<file path="config.mk">
export PLATFORM = sky130hd
export DESIGN_NAME = iff_script_chunk_parser
export DESIGN_NICKNAME = d
export VERILOG_FILES = /design/src/iffp_pkg.sv /design/src/iffp_front.sv /design/src/iffp_queue.sv /design/src/iffp_back.sv /design/src/iff_script_chunk_parser.sv
export SDC_FILE = /design/constraint.sdc
export NUM_CORES = 1
export LEC_CHECK = 0
export ABC_AREA = 1
export BUFFER_PORTS_ARGS = -buffer_cell sky130_fd_sc_hd__buf_4
export CAP_MARGIN = 20
export CORE_UTILIZATION = 55
export DETAILED_ROUTE_END_ITERATION = 12
export GPL_ROUTABILITY_DRIVEN = 0
export PLACE_DENSITY = 0.84
export SYNTH_ARGS = -nofsm -noshare
export SYNTH_HDL_FRONTEND = slang
export SYNTH_HIERARCHICAL = 1
export SYNTH_SLANG_ARGS = --single-unit
</file>
<file path="constraint.sdc">
create_clock -name i_clk -period 6.44 [get_ports i_clk]
set_input_delay 1.61 -clock i_clk [delete_from_list [all_inputs] [get_ports i_clk]]
set_output_delay 1.61 -clock i_clk [all_outputs]
set_load 0.02 [all_outputs]
</file>
<file path="src/iffp_pkg.sv">
`timescale 1ns / 1ps
// ----------------------------------------------------------------------------
// iffp_pkg
// Shared types and constants of the script chunk parser.
// ----------------------------------------------------------------------------
`default_nettype none
package iffp_pkg;

    localparam logic [31:0] ID_FORM = 32'h464F524D;
    localparam logic [31:0] ID_TEXT = 32'h54455854;
    localparam logic [31:0] ID_DATA = 32'h44415441;
    localparam logic [31:0] ID_EMC2 = 32'h454D4332;
    localparam logic [31:0] ID_ORDR = 32'h4F524452;

    typedef enum logic [2:0] {
        PH_ID   = 3'd0,
        PH_EXT  = 3'd1,
        PH_SIZE = 3'd2,
        PH_FORM = 3'd3,
        PH_PAY  = 3'd4,
        PH_ERR  = 3'd5
    } t_phase;

    typedef enum logic [1:0] {
        KIND_TEXT = 2'd0,
        KIND_DATA = 2'd1,
        KIND_ORDR = 2'd2
    } t_kind;

    localparam logic [2:0] RG_ID    = 3'd0;
    localparam logic [2:0] RG_EXT   = 3'd1;
    localparam logic [2:0] RG_SIZE  = 3'd2;
    localparam logic [2:0] RG_FORM  = 3'd3;
    localparam logic [2:0] RG_TEXT  = 3'd4;
    localparam logic [2:0] RG_DATA  = 3'd5;
    localparam logic [2:0] RG_ORDR  = 3'd6;
    localparam logic [2:0] RG_ERR   = 3'd7;

    // Classified byte handed from the front to the back.
    typedef struct packed {
        logic [7:0]  data;
        logic        last;
        logic [2:0]  region;
        logic        pay_even;   // payload byte at even offset (word high)
        logic        pay_odd;    // payload byte at odd offset (word low)
        logic        text;       // payload belongs to a text chunk
        logic [31:0] pidx;
        logic        ended;
        logic        err;
        logic        text_new;   // text size was loaded on this byte
        logic        ordr_new;   // order size was loaded on this byte
        logic [31:0] size;       // size (padded to even for text) when text_new / ordr_new
    } t_item;

    // Result as held in the result register.
    typedef struct packed {
        logic [2:0]  region;
        logic [31:0] pidx;
        logic        wvalid;
        logic [15:0] wvalue;
        logic [30:0] windex;
        logic [31:0] text_bytes;
        logic [30:0] strings;
        logic [30:0] funcs;
        logic        clean_end;
    } t_result;

endpackage
`default_nettype wire

</file>
<file path="src/iffp_front.sv">
`timescale 1ns / 1ps
// ----------------------------------------------------------------------------
// iffp_front
// Chunk framing: id match, size capture and payload counting per byte.
// ----------------------------------------------------------------------------
`default_nettype none
module iffp_front (
    input  wire logic           i_clk,
    input  wire logic           i_rst_n,
    input  wire logic           i_valid,
    input  wire logic [7:0]     i_data,
    input  wire logic           i_last,
    output iffp_pkg::t_item     o_item
);

    iffp_pkg::t_phase r_phase, n_phase;
    iffp_pkg::t_kind  r_kind, n_kind;
    logic [31:0] r_id, n_id;
    logic [31:0] r_size, n_size;
    logic [31:0] r_left, n_left;
    logic [31:0] r_pos, n_pos;
    logic [1:0]  r_cnt, n_cnt;
    logic        r_pre, n_pre;
    logic        r_err, n_err;
    logic [31:0] w_sz;
    logic        w_full;

    always_comb begin
        n_phase = r_phase;
        n_kind  = r_kind;
        n_id    = r_id;
        n_size  = r_size;
        n_left  = r_left;
        n_pos   = r_pos;
        n_cnt   = r_cnt;
        n_pre   = r_pre;
        n_err   = r_err;
        w_full  = (r_cnt == 2'd3);
        w_sz    = {r_size[23:0], i_data};
        o_item  = '0;
        o_item.data = i_data;
        o_item.last = i_last;
        o_item.region = iffp_pkg::RG_ERR;
        unique case (r_phase)
            iffp_pkg::PH_ID: begin
                o_item.region = iffp_pkg::RG_ID;
                n_id  = {r_id[23:0], i_data};
                n_cnt = r_cnt + 2'd1;
                if (w_full) begin
                    if (n_id == iffp_pkg::ID_FORM) begin
                        n_phase = iffp_pkg::PH_FORM;
                    end else if (n_id == iffp_pkg::ID_TEXT) begin
                        n_kind  = iffp_pkg::KIND_TEXT;
                        n_phase = iffp_pkg::PH_SIZE;
                    end else if (n_id == iffp_pkg::ID_DATA) begin
                        n_kind  = iffp_pkg::KIND_DATA;
                        n_phase = iffp_pkg::PH_SIZE;
                    end else begin
                        n_pre   = (n_id == iffp_pkg::ID_EMC2);
                        n_phase = iffp_pkg::PH_EXT;
                    end
                end
            end
            iffp_pkg::PH_EXT: begin
                o_item.region = iffp_pkg::RG_EXT;
                n_id  = {r_id[23:0], i_data};
                n_cnt = r_cnt + 2'd1;
                if (w_full) begin
                    if (r_pre && n_id == iffp_pkg::ID_ORDR) begin
                        n_kind  = iffp_pkg::KIND_ORDR;
                        n_phase = iffp_pkg::PH_SIZE;
                    end else begin
                        o_item.region = iffp_pkg::RG_ERR;
                        n_err   = 1'b1;
                        n_phase = iffp_pkg::PH_ERR;
                    end
                end
            end
            iffp_pkg::PH_FORM: begin
                o_item.region = iffp_pkg::RG_FORM;
                n_cnt = r_cnt + 2'd1;
                if (w_full) begin
                    n_phase = iffp_pkg::PH_ID;
                    o_item.ended = 1'b1;
                end
            end
            iffp_pkg::PH_SIZE: begin
                o_item.region = iffp_pkg::RG_SIZE;
                n_size = w_sz;
                n_cnt  = r_cnt + 2'd1;
                if (w_full) begin
                    if (r_kind == iffp_pkg::KIND_TEXT) begin
                        w_sz = w_sz + {31'd0, w_sz[0]};
                        o_item.text_new = 1'b1;
                    end else if (r_kind == iffp_pkg::KIND_ORDR) begin
                        o_item.ordr_new = 1'b1;
                    end
                    o_item.size = w_sz;
                    n_left = w_sz;
                    n_pos  = '0;
                    if (w_sz == 32'd0) begin
                        n_phase = iffp_pkg::PH_ID;
                        o_item.ended = 1'b1;
                    end else begin
                        n_phase = iffp_pkg::PH_PAY;
                    end
                end
            end
            iffp_pkg::PH_PAY: begin
                unique case (r_kind)
                    iffp_pkg::KIND_TEXT: o_item.region = iffp_pkg::RG_TEXT;
                    iffp_pkg::KIND_DATA: o_item.region = iffp_pkg::RG_DATA;
                    default:             o_item.region = iffp_pkg::RG_ORDR;
                endcase
                o_item.pidx = r_pos;
                o_item.text = (r_kind == iffp_pkg::KIND_TEXT);
                if (r_kind != iffp_pkg::KIND_DATA) begin
                    o_item.pay_even = ~r_pos[0];
                    o_item.pay_odd  = r_pos[0];
                end
                n_pos  = r_pos + 32'd1;
                n_left = r_left - 32'd1;
                if (n_left == 32'd0) begin
                    n_phase = iffp_pkg::PH_ID;
                    o_item.ended = 1'b1;
                end
            end
            default: begin
                n_err   = 1'b1;
                n_phase = iffp_pkg::PH_ERR;
            end
        endcase
        o_item.err = n_err;
    end

    always_ff @(posedge i_clk) begin
        if (!i_rst_n || (i_valid && i_last)) begin
            r_phase <= iffp_pkg::PH_ID;
            r_kind  <= iffp_pkg::KIND_TEXT;
            r_id    <= '0;
            r_size  <= '0;
            r_left  <= '0;
            r_pos   <= '0;
            r_cnt   <= '0;
            r_pre   <= 1'b0;
            r_err   <= 1'b0;
        end else if (i_valid) begin
            r_phase <= n_phase;
            r_kind  <= n_kind;
            r_id    <= n_id;
            r_size  <= n_size;
            r_left  <= n_left;
            r_pos   <= n_pos;
            r_cnt   <= n_cnt;
            r_pre   <= n_pre;
            r_err   <= n_err;
        end
    end

endmodule
`default_nettype wire

</file>
<file path="src/iffp_queue.sv">
`timescale 1ns / 1ps
// ----------------------------------------------------------------------------
// iffp_queue
// Two-entry queue of classified bytes between front and back.
// ----------------------------------------------------------------------------
`default_nettype none
module iffp_queue (
    input  wire logic           i_clk,
    input  wire logic           i_rst_n,
    input  wire logic           i_push,
    input  wire iffp_pkg::t_item i_item,
    output logic                o_full,
    input  wire logic           i_pop,
    output logic                o_empty,
    output iffp_pkg::t_item     o_item
);

    iffp_pkg::t_item r_mem [2];
    logic        r_wp, r_rp;
    logic [1:0]  r_cnt;

    assign o_full  = (r_cnt == 2'd2);
    assign o_empty = (r_cnt == 2'd0);
    assign o_item  = r_mem[r_rp];

    always_ff @(posedge i_clk) begin
        if (i_push && !o_full) begin
            r_mem[r_wp] <= i_item;
        end
    end

    always_ff @(posedge i_clk) begin
        if (!i_rst_n) begin
            r_wp  <= 1'b0;
            r_rp  <= 1'b0;
            r_cnt <= '0;
        end else begin
            if (i_push && !o_full) begin
                r_wp <= ~r_wp;
            end
            if (i_pop && !o_empty) begin
                r_rp <= ~r_rp;
            end
            r_cnt <= r_cnt + {1'b0, i_push && !o_full} - {1'b0, i_pop && !o_empty};
        end
    end

endmodule
`default_nettype wire

</file>
<file path="src/iffp_back.sv">
`timescale 1ns / 1ps
// ----------------------------------------------------------------------------
// iffp_back
// Word assembly, string and function counting and result register.
// ----------------------------------------------------------------------------
`default_nettype none
module iffp_back (
    input  wire logic            i_clk,
    input  wire logic            i_rst_n,
    input  wire logic            i_valid,
    input  wire iffp_pkg::t_item i_item,
    output logic                 o_take,
    output logic                 o_empty,
    input  wire logic            i_pop,
    output iffp_pkg::t_result    o_res
);

    logic [7:0]  r_high;
    logic [31:0] r_tsize;
    logic [30:0] r_strings;
    logic        r_done;
    logic [30:0] r_funcs;
    logic        r_full;
    iffp_pkg::t_result r_res;
    iffp_pkg::t_result n_res;
    logic [31:0] n_tsize;
    logic [30:0] n_strings;
    logic        n_done;
    logic [30:0] n_funcs;
    logic [15:0] w_word;

    assign o_take  = i_valid && (!r_full || i_pop);
    assign o_empty = !r_full;
    assign o_res   = r_res;
    assign w_word  = {r_high, i_item.data};

    always_comb begin
        n_tsize   = r_tsize;
        n_strings = r_strings;
        n_done    = r_done;
        n_funcs   = r_funcs;
        if (i_item.text_new) begin
            n_tsize   = i_item.size;
            n_strings = '0;
            n_done    = 1'b0;
        end
        if (i_item.ordr_new) begin
            n_funcs = i_item.size[31:1];
        end
        n_res = '0;
        n_res.region = i_item.region;
        n_res.pidx   = i_item.pidx;
        if (i_item.pay_odd) begin
            n_res.wvalid = 1'b1;
            n_res.wvalue = w_word;
            n_res.windex = i_item.pidx[31:1];
            if (i_item.text && !r_done) begin
                if ({16'd0, w_word} >= r_tsize) begin
                    n_done = 1'b1;
                end else begin
                    n_strings = r_strings + 31'd1;
                end
            end
        end
        n_res.text_bytes = n_tsize;
        n_res.strings    = n_strings;
        n_res.funcs      = n_funcs;
        n_res.clean_end  = i_item.last && i_item.ended && !i_item.err;
    end

    always_ff @(posedge i_clk) begin
        if (o_take) begin
            r_res <= n_res;
            if (i_item.pay_even) begin
                r_high <= i_item.data;
            end
        end
    end

    always_ff @(posedge i_clk) begin
        if (!i_rst_n) begin
            r_full    <= 1'b0;
            r_tsize   <= '0;
            r_strings <= '0;
            r_done    <= 1'b0;
            r_funcs   <= '0;
        end else begin
            if (o_take) begin
                r_full <= 1'b1;
            end else if (i_pop) begin
                r_full <= 1'b0;
            end
            if (o_take) begin
                if (i_item.last) begin
                    r_tsize   <= '0;
                    r_strings <= '0;
                    r_done    <= 1'b0;
                    r_funcs   <= '0;
                end else begin
                    r_tsize   <= n_tsize;
                    r_strings <= n_strings;
                    r_done    <= n_done;
                    r_funcs   <= n_funcs;
                end
            end
        end
    end

endmodule
`default_nettype wire

</file>
<file path="src/iff_script_chunk_parser.sv">
`timescale 1ns / 1ps
// ----------------------------------------------------------------------------
// iff_script_chunk_parser
// Byte-wise parser of a script container that tags every byte.
// ----------------------------------------------------------------------------
// Usage:
//   Input channel: drive i_data_byte / i_last_byte with i_push; a transfer
//   happens on a rising edge with i_push high and o_full low.
//   Result channel: while o_empty is low the oldest result sits on the o_
//   result ports; a transfer happens on an edge with i_pop high.
//   Exactly one result per input byte, in order.
// Path: the framing front classifies a byte in the cycle of its transfer;
//   the byte then passes through the two-entry queue and the result register.
// Throughput: one byte per cycle while the receiver keeps popping; the
//   framing loop (phase, id/size shift and payload counters) updates on every transfer.
// Stall: when the receiver holds off pop, the result register and the
//   two-entry queue fill, then o_full rises; nothing is dropped.
// Reset: synchronous, active low; all parse state and queues clear.
//   A byte flagged last also returns the parse state to its reset value.
// ----------------------------------------------------------------------------
`default_nettype none
module iff_script_chunk_parser (
    input  wire logic        i_clk,
    input  wire logic        i_rst_n,
    input  wire logic        i_push,
    output logic             o_full,
    input  wire logic [7:0]  i_data_byte,
    input  wire logic        i_last_byte,
    output logic             o_empty,
    input  wire logic        i_pop,
    output logic [2:0]       o_region,
    output logic [31:0]      o_payload_index,
    output logic             o_word_valid,
    output logic [15:0]      o_word_value,
    output logic [30:0]      o_word_index,
    output logic [31:0]      o_text_bytes,
    output logic [30:0]      o_string_count,
    output logic [30:0]      o_function_count,
    output logic             o_clean_end
);

    iffp_pkg::t_item   w_front_item;
    iffp_pkg::t_item   w_q_item;
    iffp_pkg::t_result w_res;
    logic w_q_empty;
    logic w_take;
    logic w_accept;

    // Front advances only on an actual transfer.
    assign w_accept = i_push && !o_full;

    iffp_front u_front (
        .i_clk   (i_clk),
        .i_rst_n (i_rst_n),
        .i_valid (w_accept),
        .i_data  (i_data_byte),
        .i_last  (i_last_byte),
        .o_item  (w_front_item)
    );

    iffp_queue u_queue (
        .i_clk   (i_clk),
        .i_rst_n (i_rst_n),
        .i_push  (i_push),
        .i_item  (w_front_item),
        .o_full  (o_full),
        .i_pop   (w_take),
        .o_empty (w_q_empty),
        .o_item  (w_q_item)
    );

    iffp_back u_back (
        .i_clk   (i_clk),
        .i_rst_n (i_rst_n),
        .i_valid (!w_q_empty),
        .i_item  (w_q_item),
        .o_take  (w_take),
        .o_empty (o_empty),
        .i_pop   (i_pop),
        .o_res   (w_res)
    );

    assign o_region         = w_res.region;
    assign o_payload_index  = w_res.pidx;
    assign o_word_valid     = w_res.wvalid;
    assign o_word_value     = w_res.wvalue;
    assign o_word_index     = w_res.windex;
    assign o_text_bytes     = w_res.text_bytes;
    assign o_string_count   = w_res.strings;
    assign o_function_count = w_res.funcs;
    assign o_clean_end      = w_res.clean_end;

endmodule
`default_nettype wire
</file>
* After elaboration in Yosys (flattened, before gate mapping)
Memories as Yosys holds them, arrays and structs flattened. A register that Yosys moved wholly into a read port is not among the register bits.
Index checks and enable logic that the tools add are counted.
** Word-level totals
- Memories :: 1
- Logic and storage cells :: 164
- Bits in registers :: 407
- RAM bits :: 166
- Output and inout port bits :: 180
- Input port bits :: 13
** Operators by class
- Mux-type cells :: 65
- Reduce and logical (&&, ||, !) cells :: 35
- Eq/ne operators :: 22
- Bitwise operators :: 6
- $add $sub $neg :: 7
- Magnitude comparators :: 1
** Memories
- u_queue.r_mem :: words 2, width 83, read ports 1, clocked after Yosys merged registers in 1, write ports 1, line iffp_queue.sv:18 : iffp_pkg::t_item r_mem [2];
** Operators with widths (count)
- 2-to-1 mux 32 bit :: 7
- 2-to-1 mux 31 bit :: 7
- == test 32 x 31 -> 1 bit, second input constant :: 5
- one-hot mux 32 bit (2 select lines) :: 2
- 2-to-1 mux 34 bit :: 2
- zero test 32 bit :: 2
- 2-to-1 mux 48 bit :: 1
- 2-to-1 mux 35 bit :: 1
- adder 32 x 1 -> 32 bit :: 1
- adder 32 x 1 -> 32 bit, second input constant :: 1
- greater-or-equal comparator 16 x 32 -> 1 bit :: 1
- subtractor 32 x 1 -> 32 bit, second input constant :: 1
- adder 31 x 1 -> 31 bit, second input constant :: 1
- 2-to-1 mux 3 bit :: 10
- one-hot mux 3 bit (5 select lines) :: 2
- 2-to-1 mux 1 bit :: 20
- 2-to-1 mux 2 bit :: 9
- inequality test 2 x 1 -> 1 bit, second input constant :: 7
- AND reduction 6 bit :: 2
- logical AND 1 bit :: 8
- one-hot mux 2 bit (2 select lines) :: 2
- AND reduction 2 bit :: 4
- OR reduction 4 bit :: 2
- AND reduction 7 bit :: 1
- other kinds (20) :: 37

* Longest topological paths before layout
- Depth after elaboration :: 8
- Gate-level depth with buffers :: 21
- Gate-level depth less buffers :: 18

* By module
Netlist, hierarchy kept.
** By module, submodules not included
- iffp_back :: area an instance 12010.3 sq um, cells each 1203, times used 1, seq. area each 7507.2 sq um
- iffp_front :: area an instance 8424.3 sq um, cells each 1404, times used 1, seq. area each 2422.3 sq um
- iffp_queue :: area an instance 6586.3 sq um, cells each 296, times used 1, seq. area each 5084.9 sq um
- iff_script_chunk_parser :: area an instance 13.8 sq um, cells each 3, times used 1, seq. area each 0.0 sq um

* Worst setup path before layout
Ideal clock, no wire load.
- Path type :: in2reg
- Start point :: input port i_pop
- End point :: register u_queue.r_cnt[1]
- Path slack :: -0.211 ns
- Arrival time :: 6.536 ns
- Data required time :: 6.325 ns
- Setup time :: 0.115 ns
- Buffers on the path :: 1
- Cell stages on the path :: 14
- Cell sequence :: or2_1 -> nand2_2 -> buf_1 -> inv_1 -> inv_1 -> nor2_1 -> ha_1 -> inv_1 -> ha_1 -> inv_1 -> nand2_1 -> nand3_1 -> nand2_1 -> nor2_1
** On the way
- Cells in the longest elaborated chain, start to end :: 4
** RTL lines
- start, declared :: line iff_script_chunk_parser.sv:30 : input wire logic i_pop,
- logical OR 1 bit :: line iffp_back.sv:32 : assign o_take = i_valid && (!r_full || i_pop);
- logical AND 1 bit :: line iffp_back.sv:32
- net w_take :: line iff_script_chunk_parser.sv:46 : logic w_take;
- logical AND 1 bit :: line iffp_queue.sv:44 : r_cnt <= r_cnt + {1'b0, i_push && !o_full} - {1'b0, i_pop && !o_empty};
- subtractor 2 x 1 -> 2 bit :: line iffp_queue.sv:44
- end signal, assigned :: line iffp_queue.sv:44
- end, declared :: line iffp_queue.sv:20 : logic [1:0] r_cnt;
The timed path passes the listed nets, and every way through them passes these cells.
A chain may end at the register's enable or synchronous reset.

==> impl_table.tex <==
\begin{tabular}{lr}
\hline
Metric & Value \\
\hline
\multicolumn{2}{l}{\textbf{Clocking}} \\
Register clock-pin slew on the reported worst setup and hold paths & approximately 0.060 ns \\
Maximum level of the CTS H-tree & 2 \\
Latest clock arrival within the worst-skew pair & roughly 0.62 ns \\
Post-CTS setup buffer count & 0 \\
CTS Hold Bufs & 0 \\
Number of buffers on the longest clock path & 3 \\
Clock tree from TritonCTS & yes \\
Cts repair resizes & 0 \\
Clock tree sinks & between 500 and 600 \\
Library cell used as clock root buffer & sky130\_fd\_sc\_hd\_\_clkbuf\_16 \\
Cts bufs inserted & 55 \\
\multicolumn{2}{l}{\textbf{Route}} \\
Vias/cell & between 5 and 6 \\
Detailed-route via count & between 20k and 25k \\
Antenna-violating nets left & 0 \\
Number of iterations in the first detailed-routing pass & 6 \\
Wire length per cell & $\sim$17 µm \\
DRC violations left & 0 \\
Final wirelength & 64,900 µm \\
Count of routing violations after the opening detailed-route iteration & 2,862 \\
\multicolumn{2}{l}{\textbf{STA}} \\
Worst hold margin & 0.459 ns \\
Worst clock skew & 0.0208 ns \\
Setup repair after global routing missed its margin & false \\
Pins Over Slew Limit & 0 \\
Final worst path period need & approximately 3.9 ns \\
Portion of the clock cycle consumed by the worst path in the final layout & 60.2\% \\
Final setup violation count & 0 \\
Accumulated negative setup slack & 0 ns \\
Worst slew margin & approximately a third \\
Maximum clock rate & 258 MHz \\
Tightest Pin Transition & approximately 1 ns \\
Final Hold Vio Count & 0 \\
\multicolumn{2}{l}{\textbf{Worst setup path}} \\
Data required time of the worst path & 6.94 ns \\
Element type at the critical path start & flip-flop \\
Crit. End Element & flip-flop \\
Path type of the worst setup path & flip-flop to flip-flop \\
Max stage delay cell, worst path & sky130\_fd\_sc\_hd\_\_dfxtp\_4 \\
Critical path, cell by cell & buf\_4 > mux2\_4 > inv\_1 > nand2\_1 > nand2\_1 > a22oi\_1 > nor2\_1 \\
Critical Path AT & 4.37 ns \\
Cell depth of the worst setup path & 7 \\
CP Buf/Inv Count & 2 \\
Number of cells on the worst reg-to-reg path & 7 \\
Last element of the critical path & u\_back/r\_tsize[19] \\
Critical Path Most Common Cell & sky130\_fd\_sc\_hd\_\_nand2\_1 \\
Endpoint of the most critical register-to-register path & u\_back/r\_tsize[19] \\
Delay of the slowest critical-path stage & 0.86 ns \\
Crit-path max FO & 73 \\
Family of cells with the greatest summed delay on the critical path & buffers and inverters \\
Flop-to-flop setup slack & about 2.6 ns \\
\multicolumn{2}{l}{\textbf{Outcome}} \\
Status & complete, no violations \\
\multicolumn{2}{l}{\textbf{Die}} \\
Area of the core & just under 50,000 µm² \\
Initial core utilization & a little under three fifths \\
Cell row count & 80 \\
Area enclosed by the die boundary & between 50,000 and 60,000 µm² \\
I/O Pins & 193 \\
Die Ht & 224 µm \\
Overall die width & roughly 220 µm \\
\multicolumn{2}{l}{\textbf{GRT}} \\
Initial antenna violation count & 1 \\
Remaining Overflow, GRT & 0 \\
Global-route wire length before repair & approximately 100,000 µm \\
Largest net degree at the start of global routing & between 150 and 200 \\
Number of global-route vias before repair & roughly 20k \\
All-Layer GR Usage & 25.7\% \\
\multicolumn{2}{l}{\textbf{Layout}} \\
Net total in the final layout & roughly 3.1k \\
Synthesis-to-layout area growth & 13.6\% \\
Layout Cells excl Fill & $\sim$3.8k \\
Final-layout fill cell count & 3,534 \\
Leading cell types in the layout, fill and taps excluded & 651 x sky130\_fd\_sc\_hd\_\_nand2\_1, 359 x sky130\_fd\_sc\_hd\_\_nor2\_1, 352 x sky130\_fd\_sc\_hd\_\_edfxtp\_1 \\
Fraction of final layout cells sized beyond drive strength 1 & roughly 17\% \\
Final Instance Area & between 30,000 and 40,000 µm² \\
Finished Core Util & 63.8\% \\
Most common cell after layout, fill and taps aside & sky130\_fd\_sc\_hd\_\_nand2\_1 \\
\multicolumn{2}{l}{\textbf{Pwr}} \\
Share of total power in combinational logic & a little under a third \\
Share of total power in sequential cells & about 43\% \\
Switch share & between 30\% and 40\% \\
Internal cell power & 8.32 mW \\
PwrDens & approximately 400 nW/µm² \\
Worst vdd ir & roughly 0.47 mV \\
Leakage & between 10 and 15 nW \\
Switch Pwr & between 4 and 5 mW \\
Clock power frac & about a quarter \\
\multicolumn{2}{l}{\textbf{Synth}} \\
Largest area contributor in the synthesized netlist & sky130\_fd\_sc\_hd\_\_edfxtp\_1 \\
Total standard cell area after synthesis & 27,000 µm² \\
Number of enable flip-flop cells after synthesis & 352 \\
Number of library cell types mapped by synthesis & 56 \\
Primary FF master, synth & sky130\_fd\_sc\_hd\_\_edfxtp\_1 \\
Synthesized netlist cell count & a little under 3k \\
Post-synthesis async set-or-reset flop share & 0\% \\
Synth Net Count & $\sim$3k \\
Share of Yosys cell area claimed by the top area cell type & between 30 and 40\% \\
Proportion of synthesized chip area in sequential cells & between 50 and 60\% \\
Number of warnings reported in the yosys synthesis log & 6 \\
Avg Synthesized Cell Area & between 9 and 10 µm² \\
Post-synthesis sequential element count & between 500 and 600 \\
Top cells by area in the synthesized netlist & sky130\_fd\_sc\_hd\_\_edfxtp\_1 39\%, sky130\_fd\_sc\_hd\_\_dfxtp\_1 16\%, sky130\_fd\_sc\_hd\_\_nand2\_1 9.0\%, sky130\_fd\_sc\_hd\_\_nor2\_1 5.0\%, sky130\_fd\_sc\_hd\_\_inv\_1 4.6\% \\
\multicolumn{2}{l}{\textbf{Place}} \\
Number of buffers inserted by port buffering & around 190 \\
Area after DPL & around 29,000 µm² \\
Post-DP HPWL & 44,000 µm \\
DP Cell Count & between 3k and 4k \\
\multicolumn{2}{l}{\textbf{Hold path}} \\
Class of the most critical hold timing path & flip-flop to flip-flop \\
\multicolumn{2}{l}{\textbf{Flow run}} \\
Max Cap Violations & 0 \\
\hline
\end{tabular}
cells by family (layout without fill, tap and decap cells):
| family | after synthesis | in the layout | synth area share, % |
|---|---|---|---|
| flops | 574 | 574 | 55.5 |
| mux | 114 | 114 | 5.72 |
| fa+ha+maj | 27 | 27 | 1.25 |
| buf+inv | 470 | 664 | 7.36 |
| simple gates | 1338 | 1338 | 21.7 |
| xor+xnor | 23 | 23 | 0.745 |
| compound gates | 360 | 360 | 7.70 |
| other cells | 0 | 1 | 0 |
registers in the layout, indices dropped and copies added (netlist names), 2 cells and up, named ones only:
signal            count
u_back/r_high         8
u_front/r_cnt         2
u_back/r_funcs       31
u_back/o_res        178
u_front/r_phase       3
u_front/r_pos        32
u_front/r_size       24
u_front/r_kind        2
u_front/r_id         24
u_back/r_tsize       32
u_back/r_strings     31
u_queue/r_cnt         2
u_queue/r_mem       166
u_front/r_left       32
cell type report:
type	count	area [µm²]	share of cell area [%]
Timing Repair Buffer	207	1610	5.23
Antenna cell	1	2.50	0.00815
Clock inverter	28	320	1.04
Sequential cell	574	15000	48.9
Tap cell	656	821	2.67
Clock buffer	76	1550	5.05
Inverter	353	1330	4.34
Multi-Input combinational cell	1862	10100	32.7
stage by stage:
stage | power [mW] | setup WS (ns)
after detailed placement | 9.37 | 2.19
after floorplan | 8.00 | 0.700
after global routing | 13.1 | 2.35
after global placement | 9.21 | 2.28
after CTS | 12.7 | 2.56
final | 12.6 | 2.56
per-layer routing:
| metal | GRT usage [%] | vias up | routed length (µm) |
|---|---|---|---|
| met5 | 0 | - | 0 |
| met4 | 10.1 | 0 | 2290 |
| met3 | 4.29 | 193 | 5550 |
| met2 | 42.5 | 1138 | 30800 |
| met1 | 33.8 | 9979 | 26300 |
| li1 | - | 9939 | - |
Yosys cell counts, types with 24 or more instances:
library cell	n
sky130_fd_sc_hd__a21oi_1	138
sky130_fd_sc_hd__a22oi_1	76
sky130_fd_sc_hd__clkbuf_1	60
sky130_fd_sc_hd__dfxtp_1	222
sky130_fd_sc_hd__edfxtp_1	352
sky130_fd_sc_hd__ha_1	27
sky130_fd_sc_hd__inv_1	333
sky130_fd_sc_hd__mux2_2	44
sky130_fd_sc_hd__mux2_4	70
sky130_fd_sc_hd__nand2_1	651
sky130_fd_sc_hd__nand2_2	24
sky130_fd_sc_hd__nand3_1	137
sky130_fd_sc_hd__nand4_1	33
sky130_fd_sc_hd__nor2_1	363
sky130_fd_sc_hd__nor3_1	38
sky130_fd_sc_hd__o21ai_0	103
worst min-delay path: cells and delay by family (launching register included):
family          cells  cell delay, ns
flops               1            0.29
buf+inv             1            0.06
compound gates      1            0.06
power groups by stage:
stage	Sequential [mW]	Clock [mW]	Combinational, mW
CTS	5.41	3.37	3.90
global route	5.49	3.50	4.16
detailed placement	5.48	0	3.89
finish	5.41	3.32	3.91
floorplan	6.11	0	1.89
global placement	5.44	0	3.78
worst min path at each step:
stage / start / to / slack (ns) / cells after the start
4_1_cts: u_front/r_err / u_front/r_err / 0.46 / 2
5_1_grt: u_front/r_err / u_front/r_err / 0.49 / 2
3_5_place_dp: u_front/r_pre / u_front/r_pre / 0.46 / 2
6_report: u_front/r_err / u_front/r_err / 0.46 / 2
3_3_place_gp: u_front/r_err / u_front/r_err / 0.44 / 2
2_1_floorplan: u_front/r_pre / u_front/r_pre / 0.42 / 2
Power figures use the tool's default switching activity.
